File: src/design/detection_head_decoder_top_assert.svh
// Assertion macros for the detection head decoder.
`ifndef DETECTION_HEAD_DECODER_TOP_ASSERT_SVH
`define DETECTION_HEAD_DECODER_TOP_ASSERT_SVH
`ifndef SYNTHESIS
`define DHD_ASSERT_IMPL(label, clk, rst_n, prop, msg) \
    label: assert property (@(posedge clk) disable iff (!rst_n) (prop)) else $error(msg);
`define DHD_ASSERT_NEXT(label, clk, rst_n, a, b, msg) \
    label: assert property (@(posedge clk) disable iff (!rst_n) (a) |=> (b)) else $error(msg);
`else
`define DHD_ASSERT_IMPL(label, clk, rst_n, prop, msg)
`define DHD_ASSERT_NEXT(label, clk, rst_n, a, b, msg)
`endif
`endif

File: src/design/dhd_pkg.sv
// Package with shared types, constants and lookup functions of the decoder.
package dhd_pkg;

    localparam int BOX_CHANNELS = 5;
    localparam int OBJ_CHANNEL  = 4;

    localparam logic [1:0] REG_GRID_WIDTH  = 2'd0;
    localparam logic [1:0] REG_GRID_HEIGHT = 2'd1;
    localparam logic [1:0] REG_THRESHOLD   = 2'd2;

    typedef struct packed {
        logic signed [7:0] score;
        logic              frame_start;
    } in_word_t;

    typedef struct packed {
        logic [4:0] cell_x;
        logic [4:0] cell_y;
        logic [2:0] anchor_index;
        logic [4:0] class_id;
        logic [6:0] confidence_percent;
    } out_word_t;

    // Controller to datapath commands.
    typedef struct packed {
        logic take_in;
        logic sum_clear;
        logic sum_step;
        logic div_start;
        logic div_step;
        logic load_out;
    } dp_cmd_t;

    // Datapath to controller status.
    typedef struct packed {
        logic last_class;
        logic detect;
        logic sum_done;
        logic div_done;
    } dp_status_t;

    // exp(-d) in Q1.16, zero for d of 12 and above.
    function automatic logic [16:0] exp_q16(input logic [8:0] d);
        logic [16:0] r;
        begin
            unique case (d)
                9'd0:    r = 17'd65536;
                9'd1:    r = 17'd24109;
                9'd2:    r = 17'd8869;
                9'd3:    r = 17'd3263;
                9'd4:    r = 17'd1200;
                9'd5:    r = 17'd442;
                9'd6:    r = 17'd162;
                9'd7:    r = 17'd60;
                9'd8:    r = 17'd22;
                9'd9:    r = 17'd8;
                9'd10:   r = 17'd3;
                9'd11:   r = 17'd1;
                default: r = 17'd0;
            endcase
            return r;
        end
    endfunction

    // Logistic function in Q0.16, saturated.
    function automatic logic [15:0] sig_q16(input logic signed [7:0] v);
        logic [15:0] r;
        begin
            unique case (v)
                8'sd0:   r = 16'd32768;
                8'sd1:   r = 16'd47911;
                8'sd2:   r = 16'd57724;
                8'sd3:   r = 16'd62428;
                8'sd4:   r = 16'd64357;
                8'sd5:   r = 16'd65097;
                8'sd6:   r = 16'd65374;
                8'sd7:   r = 16'd65476;
                8'sd8:   r = 16'd65514;
                8'sd9:   r = 16'd65528;
                8'sd10:  r = 16'd65533;
                -8'sd1:  r = 16'd17625;
                -8'sd2:  r = 16'd7812;
                -8'sd3:  r = 16'd3108;
                -8'sd4:  r = 16'd1179;
                -8'sd5:  r = 16'd439;
                -8'sd6:  r = 16'd162;
                -8'sd7:  r = 16'd60;
                -8'sd8:  r = 16'd22;
                -8'sd9:  r = 16'd8;
                -8'sd10: r = 16'd3;
                -8'sd11: r = 16'd1;
                default: r = (v > 8'sd0) ? 16'd65535 : 16'd0;
            endcase
            return r;
        end
    endfunction

endpackage

File: src/design/dhd_ram.sv
// Generic simple dual-port RAM (one write port, one read port) with registered read.
module dhd_ram #(
    parameter int WIDTH = 8,
    parameter int DEPTH = 20
) (
    input  logic                     clk,
    input  logic                     we,
    input  logic [$clog2(DEPTH)-1:0] waddr,
    input  logic [WIDTH-1:0]         wdata,
    input  logic [$clog2(DEPTH)-1:0] raddr,
    output logic [WIDTH-1:0]         rdata
);
    logic [WIDTH-1:0] mem [DEPTH];

    // Write port and registered read port.
    always_ff @(posedge clk)
    begin
        if (we)
        begin
            mem[waddr] <= wdata;
        end
        rdata <= mem[raddr];
    end
endmodule

File: src/design/dhd_datapath.sv
// Datapath: position counters, class buffer, exp sum and restoring divider.
module dhd_datapath #(
    parameter int CLASSES  = 20,
    parameter int ANCHORS  = 5,
    parameter int MAX_GRID = 32
) (
    input  logic               clk,
    input  logic               rst_n,
    input  dhd_pkg::dp_cmd_t   cmd,
    output dhd_pkg::dp_status_t status,
    input  dhd_pkg::in_word_t  in_word,
    input  logic [5:0]         grid_width,
    input  logic [5:0]         grid_height,
    input  logic signed [7:0]  threshold,
    output dhd_pkg::out_word_t out_word
);
    localparam int CW = $clog2(dhd_pkg::BOX_CHANNELS + CLASSES);
    localparam int IW = (CLASSES > 1) ? $clog2(CLASSES) : 1;
    localparam int AW = (ANCHORS > 1) ? $clog2(ANCHORS) : 1;
    localparam logic [CW-1:0] LAST_CH = CW'(dhd_pkg::BOX_CHANNELS + CLASSES - 1);
    localparam logic [CW-1:0] OBJ_CH  = CW'(dhd_pkg::OBJ_CHANNEL);
    localparam logic [CW-1:0] FIRST_CLASS = CW'(dhd_pkg::BOX_CHANNELS);
    localparam logic [IW-1:0] LAST_IDX = IW'(CLASSES - 1);
    localparam logic [AW-1:0] LAST_ANCHOR = AW'(ANCHORS - 1);
    localparam logic [5:0] MAX_G = 6'(MAX_GRID);

    logic [CW-1:0] chan_reg;
    logic [AW-1:0] anchor_reg;
    logic [4:0]    col_reg, row_reg;
    logic signed [7:0] obj_reg, max_reg;
    logic [IW-1:0] max_idx_reg;
    logic [CW-1:0] chan;
    logic [AW-1:0] anchor;
    logic [4:0]    col, row;
    logic [5:0]    gw_eff, gh_eff;
    logic [IW-1:0] cls;
    logic          is_class;

    // Effective grid size, clamped to 1..MAX_GRID.
    always_comb
    begin
        gw_eff = (grid_width == 6'd0) ? 6'd1 : ((grid_width > MAX_G) ? MAX_G : grid_width);
        gh_eff = (grid_height == 6'd0) ? 6'd1 : ((grid_height > MAX_G) ? MAX_G : grid_height);
    end

    // Position after frame start clear.
    always_comb
    begin
        chan   = in_word.frame_start ? '0 : chan_reg;
        anchor = in_word.frame_start ? '0 : anchor_reg;
        col    = in_word.frame_start ? '0 : col_reg;
        row    = in_word.frame_start ? '0 : row_reg;
        is_class = (chan >= FIRST_CLASS);
        cls = IW'(chan - FIRST_CLASS);
    end

    // Snapshot of the item being finished.
    logic [4:0] pos_x_reg, pos_y_reg;
    logic [2:0] pos_a_reg;

    // Counters, objectness and running maximum.
    always_ff @(posedge clk or negedge rst_n)
    begin
        if (!rst_n)
        begin
            chan_reg <= '0;
            anchor_reg <= '0;
            col_reg <= '0;
            row_reg <= '0;
            obj_reg <= '0;
            max_reg <= '0;
            max_idx_reg <= '0;
        end
        else if (cmd.take_in)
        begin
            if (chan == OBJ_CH)
            begin
                obj_reg <= in_word.score;
            end
            if (is_class && (cls == '0 || in_word.score > max_reg))
            begin
                max_reg <= in_word.score;
                max_idx_reg <= cls;
            end
            if (chan >= LAST_CH)
            begin
                chan_reg <= '0;
                if (anchor >= LAST_ANCHOR)
                begin
                    anchor_reg <= '0;
                    if (6'(col) + 6'd1 >= gw_eff)
                    begin
                        col_reg <= '0;
                        row_reg <= (6'(row) + 6'd1 >= gh_eff) ? 5'd0 : row + 5'd1;
                    end
                    else
                    begin
                        col_reg <= col + 5'd1;
                        row_reg <= row;
                    end
                end
                else
                begin
                    anchor_reg <= anchor + AW'(1);
                    col_reg <= col;
                    row_reg <= row;
                end
            end
            else
            begin
                chan_reg <= chan + CW'(1);
                anchor_reg <= anchor;
                col_reg <= col;
                row_reg <= row;
            end
        end
    end

    always_ff @(posedge clk)
    begin
        if (cmd.take_in)
        begin
            pos_x_reg <= col;
            pos_y_reg <= row;
            pos_a_reg <= 3'(anchor);
        end
    end

    // Status toward the controller, valid in the cycle an item is offered.
    assign status.last_class = (chan >= LAST_CH);
    assign status.detect = ((chan == OBJ_CH) ? in_word.score : obj_reg) > threshold;

    // Class buffer memory; the exp walk reads it back one entry a cycle.
    logic [IW-1:0] rd_idx_reg, rd_idx_next;
    logic          rd_valid_reg;
    logic [IW-1:0] rd_cnt_reg;
    logic [7:0]    rdata;
    logic [22:0]   sum_reg;
    logic          sum_done_reg;

    dhd_ram #(.WIDTH(8), .DEPTH(CLASSES)) u_buf (
        .clk   (clk),
        .we    (cmd.take_in && is_class),
        .waddr (cls),
        .wdata (in_word.score),
        .raddr (rd_idx_reg),
        .rdata (rdata)
    );

    assign rd_idx_next = (rd_idx_reg == LAST_IDX) ? rd_idx_reg : rd_idx_reg + IW'(1);

    // Exp sum walk: each address is issued in the cycle before its accumulate.
    always_ff @(posedge clk or negedge rst_n)
    begin
        if (!rst_n)
        begin
            rd_idx_reg <= '0;
            rd_valid_reg <= 1'b0;
            rd_cnt_reg <= '0;
            sum_reg <= '0;
            sum_done_reg <= 1'b0;
        end
        else if (cmd.sum_clear)
        begin
            rd_idx_reg <= '0;
            rd_valid_reg <= 1'b0;
            rd_cnt_reg <= '0;
            sum_reg <= '0;
            sum_done_reg <= 1'b0;
        end
        else if (cmd.sum_step && !sum_done_reg)
        begin
            rd_idx_reg <= rd_idx_next;
            rd_valid_reg <= 1'b1;
            if (rd_valid_reg)
            begin
                sum_reg <= sum_reg + 23'(dhd_pkg::exp_q16(9'(max_reg) - 9'(signed'(rdata))));
                rd_cnt_reg <= rd_cnt_reg + IW'(1);
                if (rd_cnt_reg == LAST_IDX)
                begin
                    sum_done_reg <= 1'b1;
                end
            end
        end
    end
    assign status.sum_done = sum_done_reg;

    // Restoring divider: 100 * S / E, one quotient bit a cycle.
    localparam int NW = 23;
    logic [NW-1:0] num_reg;
    logic [NW-1:0] rem_reg;
    logic [4:0]    div_cnt_reg;
    logic          div_done_reg;
    logic [NW:0]   rem_shift;
    always_comb
    begin
        rem_shift = {rem_reg, num_reg[NW-1]};
    end

    always_ff @(posedge clk or negedge rst_n)
    begin
        if (!rst_n)
        begin
            num_reg <= '0;
            rem_reg <= '0;
            div_cnt_reg <= '0;
            div_done_reg <= 1'b0;
        end
        else if (cmd.div_start)
        begin
            num_reg <= 23'(dhd_pkg::sig_q16(obj_reg)) * 23'd100;
            rem_reg <= '0;
            div_cnt_reg <= '0;
            div_done_reg <= 1'b0;
        end
        else if (cmd.div_step && !div_done_reg)
        begin
            if (rem_shift >= {1'b0, sum_reg})
            begin
                rem_reg <= NW'(rem_shift - {1'b0, sum_reg});
                num_reg <= {num_reg[NW-2:0], 1'b1};
            end
            else
            begin
                rem_reg <= NW'(rem_shift);
                num_reg <= {num_reg[NW-2:0], 1'b0};
            end
            div_cnt_reg <= div_cnt_reg + 5'd1;
            if (div_cnt_reg == 5'(NW - 1))
            begin
                div_done_reg <= 1'b1;
            end
        end
    end
    assign status.div_done = div_done_reg;

    // Result register.
    always_ff @(posedge clk)
    begin
        if (cmd.load_out)
        begin
            out_word.cell_x <= pos_x_reg;
            out_word.cell_y <= pos_y_reg;
            out_word.anchor_index <= pos_a_reg;
            out_word.class_id <= 5'(max_idx_reg);
            out_word.confidence_percent <= num_reg[6:0];
        end
    end

    `include "detection_head_decoder_top_assert.svh"
    `DHD_ASSERT_NEXT(a_sum_floor, clk, rst_n, sum_done_reg && !cmd.sum_clear, sum_reg >= 23'd65536, "exp sum below one")
    `DHD_ASSERT_NEXT(a_div_hold, clk, rst_n, div_done_reg && !cmd.div_start, div_done_reg, "divider done dropped")
    `DHD_ASSERT_IMPL(a_chan_range, clk, rst_n, chan_reg <= LAST_CH, "channel counter out of range")
endmodule

File: src/design/dhd_ctrl.sv
// Controller: accepts words and sequences the exp sum and division.
module dhd_ctrl (
    input  logic                clk,
    input  logic                rst_n,
    input  logic                in_valid,
    output logic                in_ready,
    output logic                out_valid,
    input  logic                out_ready,
    output dhd_pkg::dp_cmd_t    cmd,
    input  dhd_pkg::dp_status_t status
);
    typedef enum logic [3:0] {
        S_IDLE = 4'b0001,
        S_SUM  = 4'b0010,
        S_DIV  = 4'b0100,
        S_OUT  = 4'b1000
    } state_t;

    state_t state_reg, state_next;
    logic   out_valid_reg, out_valid_next;
    logic   accept;

    assign accept = in_valid && in_ready;
    assign in_ready = (state_reg == S_IDLE);
    assign out_valid = out_valid_reg;

    // Next state and commands.
    always_comb
    begin
        state_next = state_reg;
        out_valid_next = out_valid_reg && !out_ready;
        cmd = '0;
        cmd.take_in = accept;
        unique case (state_reg)
            S_IDLE:
            begin
                cmd.sum_clear = 1'b1;
                if (accept && status.last_class && status.detect)
                begin
                    state_next = S_SUM;
                end
            end
            S_SUM:
            begin
                cmd.sum_step = 1'b1;
                if (status.sum_done)
                begin
                    cmd.div_start = 1'b1;
                    state_next = S_DIV;
                end
            end
            S_DIV:
            begin
                cmd.div_step = 1'b1;
                if (status.div_done)
                begin
                    state_next = S_OUT;
                end
            end
            S_OUT:
            begin
                if (!out_valid_reg || out_ready)
                begin
                    cmd.load_out = 1'b1;
                    out_valid_next = 1'b1;
                    state_next = S_IDLE;
                end
            end
            default:
            begin
                state_next = S_IDLE;
            end
        endcase
    end

    always_ff @(posedge clk or negedge rst_n)
    begin
        if (!rst_n)
        begin
            state_reg <= S_IDLE;
            out_valid_reg <= 1'b0;
        end
        else
        begin
            state_reg <= state_next;
            out_valid_reg <= out_valid_next;
        end
    end

    `include "detection_head_decoder_top_assert.svh"
    `DHD_ASSERT_IMPL(a_onehot, clk, rst_n, $onehot(state_reg), "state not one-hot")
    `DHD_ASSERT_NEXT(a_load_valid, clk, rst_n, cmd.load_out, out_valid_reg, "loaded result not shown")
    `DHD_ASSERT_IMPL(a_no_take_busy, clk, rst_n, !(cmd.take_in && state_reg != S_IDLE), "word taken while busy")
endmodule

File: src/design/detection_head_decoder_top.sv
// Top level of the detection head decoder.
//
//  channel   signals                       direction
//  in        in_valid, in_ready, in_data    input word (score, frame_start)
//  out       out_valid, out_ready, out_data detection word
//  cfg       cfg_we, cfg_index, cfg_data    register writes
//
// A word without a detection leaves the controller idle and ready for the next
// word. A detecting word holds the input for the exp sum walk over the class
// buffer, the bit-serial divider (23 quotient bits) and the load of the output
// register.
// Reset is asynchronous and clears counters, state and configuration registers to their defaults.
// A stalled output register holds its word; a following detection then waits
// in the load state, and the input waits with it.
module detection_head_decoder_top #(
    parameter int CLASSES  = 20,
    parameter int ANCHORS  = 5,
    parameter int MAX_GRID = 32
) (
    input  logic               clk,
    input  logic               rst_n,
    input  logic               in_valid,
    output logic               in_ready,
    input  dhd_pkg::in_word_t  in_data,
    output logic               out_valid,
    input  logic               out_ready,
    output dhd_pkg::out_word_t out_data,
    input  logic               cfg_we,
    input  logic [1:0]         cfg_index,
    input  logic [7:0]         cfg_data
);
    logic [5:0]        gw_reg, gh_reg;
    logic signed [7:0] thr_reg;
    dhd_pkg::dp_cmd_t    cmd;
    dhd_pkg::dp_status_t status;

    // Configuration registers.
    always_ff @(posedge clk or negedge rst_n)
    begin
        if (!rst_n)
        begin
            gw_reg <= 6'd13;
            gh_reg <= 6'd13;
            thr_reg <= '0;
        end
        else if (cfg_we)
        begin
            unique case (cfg_index)
                dhd_pkg::REG_GRID_WIDTH:  gw_reg <= cfg_data[5:0];
                dhd_pkg::REG_GRID_HEIGHT: gh_reg <= cfg_data[5:0];
                dhd_pkg::REG_THRESHOLD:   thr_reg <= cfg_data;
                default:                  ;
            endcase
        end
    end

    dhd_ctrl u_ctrl (
        .clk       (clk),
        .rst_n     (rst_n),
        .in_valid  (in_valid),
        .in_ready  (in_ready),
        .out_valid (out_valid),
        .out_ready (out_ready),
        .cmd       (cmd),
        .status    (status)
    );

    dhd_datapath #(.CLASSES(CLASSES), .ANCHORS(ANCHORS), .MAX_GRID(MAX_GRID)) u_dp (
        .clk         (clk),
        .rst_n       (rst_n),
        .cmd         (cmd),
        .status      (status),
        .in_word     (in_data),
        .grid_width  (gw_reg),
        .grid_height (gh_reg),
        .threshold   (thr_reg),
        .out_word    (out_data)
    );
endmodule

File: config.mk
export PLATFORM = sky130hd
export DESIGN_NAME = detection_head_decoder_top
export DESIGN_NICKNAME = d
export VERILOG_FILES = /design/src/design/dhd_pkg.sv /design/src/design/dhd_ram.sv /design/src/design/dhd_datapath.sv /design/src/design/dhd_ctrl.sv /design/src/design/detection_head_decoder_top.sv
export VERILOG_INCLUDE_DIRS = /design/src /design/src/design
export SDC_FILE = /design/constraint.sdc
export NUM_CORES = 1
export LEC_CHECK = 0
export BUFFER_PORTS_ARGS = -buffer_cell sky130_fd_sc_hd__buf_4
export CORE_UTILIZATION = 57
export DETAILED_ROUTE_END_ITERATION = 12
export PLACE_DENSITY = 0.78
export SETUP_SLACK_MARGIN = 0.4
export SYNTH_ARGS = -nofsm -noshare
export SYNTH_HDL_FRONTEND = slang
export SYNTH_SLANG_ARGS = --single-unit
export TNS_END_PERCENT = 50
File: constraint.sdc
create_clock -name clk -period 5.2 [get_ports clk]
set_clock_uncertainty 0.05 [all_clocks]
set_input_delay 0.78 -clock clk [delete_from_list [all_inputs] [get_ports clk]]
set_output_delay 0.78 -clock clk [all_outputs]
set_load 0.1 [all_outputs]
==> metrics, run 1 <==
GRT overflow 0; crit path cell chain or4_4 -> buf_4 -> nand2_1 -> o21ai_0 -> nand2_1 -> a31oi_1 -> or3_4 -> inv_4 -> ha_1 -> ha_1 -> fa_1 -> ha_2 -> a2111oi_4 -> nor4_2 -> o31ai_2 -> nand2b_1 -> a221oi_2 -> mux2i_1 -> o211ai_1; Reg-to-Reg End u_dp.num_reg[21]; length of the first detailed-routing pass in iterations 5; total track usage 24.7%; Setup crit start kind register; Max Cap Viol 0; Detailed Route WL 42,700 microns; drt via density between 6 and 7; Hold Crit Class in -> async; Final #Nets 1,901; row count 67; Worst-Margin Slew 1110 ps; count of different cell masters after synthesis 76; CTS tree yes; Synth Net Count 1,832; Inserted Clock Buffers 38; count of pins over their slew limit 0; Reg clk slew, reported paths around 60 ps; H-tree Lvls 2; Die X around 190 microns; Num Clock Sinks roughly 360; drt drc 0; ANT cells 0; syn_area_per_cell 11.7 sq um; post-synth top area cell edfxtp_1; DIE HEIGHT 186 microns; largest stage delay on the critical path between 500 and 600 ps; Placer Congestion around 0.87; Largest register FFs 160; worst path required time 5560 ps; CP top delay family simple AND/OR/NAND/NOR gates; vias 13,300; Root Buffer Master clkbuf_16; pin count of the biggest net entering global routing 91; CP bufs+invs 2; Clk Latency, worst-skew pair 550 ps; Die ar. 34,800 sq um; Core ar. 33,500 sq um; DP Wirelength 28,400 microns; first-pass GRT wire length 69,000 microns; fin cells 2,198; Synth area leaders edfxtp_1 (31%), dfrtp_1 (19%), ha_1 (9.2%); drt initial violations 1,080; Fin. Hold Viols 0; worst r2r src u_dp.obj_reg[5]; worst reg2reg path depth 19; Antenna Violating Nets Remaining 0; reg-to-reg slack, setup 320 ps; layout cell share with drive strength beyond 1 17.8%; DP Cell Count around 2,100; CP Capture Type register; Reg area a little under 10,000 sq um; CP Class reg -> reg; critical path fanouts, max 11; Levels on crit path 19; Reg with most FFs u_dp.u_buf.mem; Setup TNS Final 0 ps; Setup violations, final 0; Post-Syn Area 19,400 sq um; initial core utilization just under 60%; initial antenna violation count 0; outcome complete, no violations; Post-synth EDFFs 198; CP startpoint u_dp.obj_reg[5]; Seq/Total Area, Yosys ~51%; PortBufs 50; minimum clock period between 4000 and 5000 ps; FMAX 0.205 GHz; Layout fillers 2,422; Worst EP arrival 5230 ps; Syn-to-layout area delta 13.6%; Top Ports 51; RSZ-0062 raised after global routing yes; crit path to u_dp.num_reg[21]; Largest regs u_dp.u_buf.mem (160), u_dp.out_word (25); part of the cycle the worst path needs 93.8%; area of the multi-input gates 9260 sq um; deepest clock path buffer count 3; CP max-delay cell or4_4; async set-reset flop share out of synthesis between 40 and 50%; top_reg_cell synth edfxtp_1; area share of the largest cell type after synthesis 30.7%; Synth Warn # 0; FF+latch count, synth between 300 and 400; hold buffer count at cts 0; WL/cell 19.4 microns; synthesized instance count 1,651; vias in the first global route 13,300; Rel. slew slack 26.0%
## cells in the mapped netlist (38+ instances only)
cell and n:
nor2b_1 43, edfxtp_1 198, mux4_2 48, nand2_1 135
clkbuf_1 51, nand3_1 49, mux2_2 47, o21ai_0 93
inv_1 93, xor2_1 38, dfrtp_1 144, nor2_1 114
a21oi_1 73, ha_1 143
## routing by layer
layer | global-route usage, % | part of all wire, %
met5 | 0 | 0
met4 | 8.26 | 2.8
met3 | 3.71 | 6.1
met2 | 40.7 | 49
met1 | 33.7 | 43
## worst min path at each step
stage | from | to | slack (ps) | cells after the start
2_1_floorplan | u_dp.pos_a_reg[0] | u_dp.out_word[12] | 350 | 0
3_3_place_gp | u_dp.pos_x_reg[3] | u_dp.out_word[23] | 350 | 0
3_5_place_dp | u_dp.pos_a_reg[2] | u_dp.out_word[14] | 360 | 0
4_1_cts | rst_n | u_dp.rem_reg[18] | 270 | 1
5_1_grt | rst_n | u_dp.sum_reg[21] | 300 | 1
6_report | rst_n | u_dp.rem_reg[18] | 210 | 1
## final cells by class
cell class              instances  share of cell area, %
clock inverters                21                   1.09
flip-flops and latches        357                   44.9
clock buffers                  49                   4.51
repair buffers                 93                   3.26
multi-input cells            1137                   42.1
well taps                     448                   2.55
inverters                      93                   1.60
## metrics by stage
step / setup WS, ps / utilization (%) / hold WS [ps] / area, sq um
CTS: 266 / 64.9 / 266 / 21800
global route: 118 / 65.7 / 296 / 22000
finish: 324 / 65.7 / 213 / 22000
global placement: 196 / 60.7 / 355 / 20400
detailed placement: 117 / 60.7 / 358 / 20400
floorplan: 407 / - / 350 / 19500
## kinds of logic after synthesis
kind of cell | count (synthesis) | synth area share, %
simple gates | 453 | 11.1
flops | 357 | 51.0
compound gates | 342 | 11.5
buf+inv | 157 | 3.17
fa+ha+maj | 157 | 10.7
mux | 114 | 9.29
xor+xnor | 71 | 3.21
## repair_timing
item / in CTS / in global routing
pin swaps: 12 / 18
setup endpoints to repair: 8 / 15
buffers inserted: 4 / 9
resized for setup: 23 / 32
## cell usage in the layout, fill, tap and decap left out, types with 11 or more instances in the layout
| master | instances |
|---|---|
| nor2_1 | 111 |
| o31ai_1 | 11 |
| mux4_2 | 48 |
| xor2_1 | 36 |
| nor3_1 | 18 |
| o21ai_0 | 88 |
| buf_4 | 90 |
| inv_1 | 92 |
| dfrtp_1 | 143 |
| mux2_2 | 47 |
| fa_1 | 12 |
| mux2i_1 | 19 |
| nor2b_1 | 42 |
| nand4_1 | 14 |
| nand2_1 | 135 |
| o21ai_1 | 13 |
| a21oi_1 | 66 |
| edfxtp_1 | 198 |
| clkbuf_1 | 11 |
| nand2b_1 | 16 |
| clkbuf_16 | 38 |
| nand3_1 | 48 |
| o21a_1 | 12 |
| xnor2_1 | 33 |
| a22oi_1 | 18 |
| a21o_1 | 28 |
| ha_1 | 135 |
## worst register-to-register path: stages (launching register included)
cell and delay (ps):
dfrtp_1 380, or4_4 560, buf_4 210, nand2_1 90
o21ai_0 70, nand2_1 90, a31oi_1 80, or3_4 410
inv_4 100, ha_1 240, ha_1 310, fa_1 470
ha_2 240, a2111oi_4 380, nor4_2 80, o31ai_2 220
nand2b_1 150, a221oi_2 280, mux2i_1 210, o211ai_1 90
Power of run 1 is left out: the tool's default activity adds up to more than one toggle a clock period on the data nets, which glitch-free logic cannot reach.
==> inputs of run 2 (changes only) <==
--- a/config.mk
+++ b/config.mk
@@ -13,5 +13,6 @@
 export SETUP_SLACK_MARGIN = 0.4
 export SYNTH_ARGS = -nofsm -noshare
 export SYNTH_HDL_FRONTEND = slang
+export SYNTH_HIERARCHICAL = 1
 export SYNTH_SLANG_ARGS = --single-unit
 export TNS_END_PERCENT = 50
==> metrics, run 2 <==
drt via density 6.22; PortBufs 50; CP Class reg -> reg; leak pwr approximately 0.009 uW; Placer Congestion 0.898; Antenna Violating Nets Remaining 0; grt peak-use layer met2; minimum clock period 4910 ps; WL/cell 20.7 microns; part of the cycle the worst path needs 94.5%; layout cell share with drive strength beyond 1 19.8%; Setup TNS Final 0 ps; Die X 190 microns; GRT overflow 0; Synth Net Count 1,955; Largest regs u_dp/u_buf/mem (160), u_dp/out_word (25); vias in the first global route around 14,000; Global Route met2 Usage 43.6%; Fin. Hold Viols 0; Hold Crit Class in -> async; Rel. slew slack 32.1%; count of pins over their slew limit 0; pin count of the biggest net entering global routing a little over 80; grt met1 use about 35%; Clk Latency, worst-skew pair ~560 ps; most common cell in the synthesized netlist edfxtp_1; syn_area_per_cell 11.3 sq um; count of different cell masters after synthesis 95; Power Density 744 nW/um^2; area of the multi-input gates between 10,000 and 15,000 sq um; drt drc 0; fin util 67.1%; Num Clock Sinks 357; GR Layer Usage met3 4.30%; Core ar. approximately 35,000 sq um; Setup crit start kind register; H-tree Lvls 2; total track usage 26.4%; first-pass GRT wire length 74,900 microns; Largest register FFs 160; Root Buffer Master clkbuf_16; Synth Warn # 6; area share of the largest cell type after synthesis 29.7%; RSZ-0062 raised after global routing yes; CP Capture Type register; DIE HEIGHT 190 microns; critical path fanouts, max 6; initial antenna violation count 1; Die ar. around 36,000 sq um; Post-Syn Area 20,000 sq um; outcome complete, no violations; drt initial violations 1,014; CTS tree yes; Seq/Total Area, Yosys 49.4%; Syn-to-layout area delta 15.7%; Worst-Margin Slew 1020 ps; length of the first detailed-routing pass in iterations 5; Layout fillers 2,433; Final #Nets 2,046; Peak VDD IR around 0.0012 V; worst path required time 5590 ps; pre-CTS setup slack 17.7 ps; Synth area leaders edfxtp_1 (30%), dfrtp_1 (18%), ha_1 (8.9%); async set-reset flop share out of synthesis 42.3%; commonest non-fill, non-tap cell in the layout edfxtp_1; DP Wirelength 30,700 microns; Max Cap Viol 0; Setup violations, final 0; post-synth top area cell edfxtp_1; most frequent cells in the layout edfxtp_1 (198), nor2_1 (155), dfrtp_1 (138), buf_4 (121), nand2_1 (120); Inserted Clock Buffers 39; FMAX 0.204 GHz; initial core utilization 58.0%; deepest clock path buffer count 3; vias 14,600; Reg clk slew, reported paths 60 ps; Detailed Route WL around 49,000 microns; Reg with most FFs u_dp/u_buf/mem; Worst EP arrival 5300 ps; synthesized instance count 1,775; synth cell count leaders edfxtp_1 (198), nor2_1 (162), dfrtp_1 (144), ha_1 (142), nand2_1 (121); Reg area 9900 sq um; row count 68; Post-synth EDFFs 198; top_reg_cell synth edfxtp_1; Top Ports 51; worst setup margin 286 ps; FF+latch count, synth 357; ANT cells 0
-- run 2: critical path, cell delays in order, from the launching register on --
cell and delay [ps]:
dfrtp_2 410, buf_4 150, nor4_4 290, buf_6 190, nor2_1 110, nand2_1 90
a21oi_1 70, a21oi_1 130, nor2_1 80, a211oi_2 290, buf_4 190, ha_2 200
ha_4 210, fa_2 600, ha_4 220, a21o_1 170, a21o_1 180, o21ai_1 120
inv_1 70, o31ai_4 310, a21oi_2 90, or3_1 350, a31o_1 210
-- run 2: cell families after synthesis --
| group | synth area share [%] |
|---|---|
| mux | 8.19 |
| flops | 49.4 |
| compound gates | 13.3 |
| buf+inv | 4.06 |
| fa+ha+maj | 10.3 |
| xor+xnor | 2.80 |
| simple gates | 12.1 |
-- run 2: path summary, 6_finish.rpt --
kind | start | slack, ps | cells past startpoint | end
setup / recovery | u_dp/obj_reg[6] | 290 | 22 | u_dp/num_reg[21]
hold / removal | rst_n | 210 | 1 | u_dp/sum_reg[12]
setup reg to reg | u_dp/obj_reg[6] | 290 | 22 | u_dp/num_reg[21]
hold reg to reg | u_dp/pos_y_reg[3] | 380 | 0 | u_dp/out_word[18]
max in group asynchronous | rst_n | 3860 | 2 | gh_reg[2]
min in group clk | u_dp/pos_y_reg[3] | 380 | 0 | u_dp/out_word[18]
-- run 2: layout make-up --
type | count | area share, %
clock buffer | 46 | 4.41
inverter | 111 | 1.84
multi-input combinational | 1228 | 43.2
clock inverter | 25 | 1.03
tap | 455 | 2.46
sequential | 357 | 42.7
timing repair buffer | 129 | 4.38
-- run 2: per-stage QoR --
step,std cells,total power [uW],hold WS (ps),instance area (sq um)
CTS,2325,14900,251,22700
floorplan,1775,9400,350,20200
finish,2351,17300,212,23200
global route,2351,18200,284,23200
global placement,2236,10800,357,21000
detailed placement,2236,11100,357,21000
-- run 2: per-layer routing --
metal	vias to the layer above	wire, microns
met5	-	14
met4	2	2030
met3	131	2880
met2	549	23900
met1	7216	19900
li1	6730	-
-- run 2: what timing repair did --
| item | CTS | global route |
|---|---|---|
| endpoints found under the setup margin | 20 | 20 |
| pin swaps | 35 | 61 |
| resized for setup | 49 | 55 |
| hold buffers | 0 | 0 |
| setup buffers | 17 | 26 |
| cloned | 1 | 0 |
-- run 2: power by group --
group | total [uW] | switching (uW) | internal [uW] | leakage (uW)
Clock | 2710 | 1170 | 1540 | 0.000627
Combinational | 11300 | 5890 | 5400 | 0.00460
Sequential | 3250 | 128 | 3120 | 0.00384
Note: power is estimated with default switching activity, not from simulation.
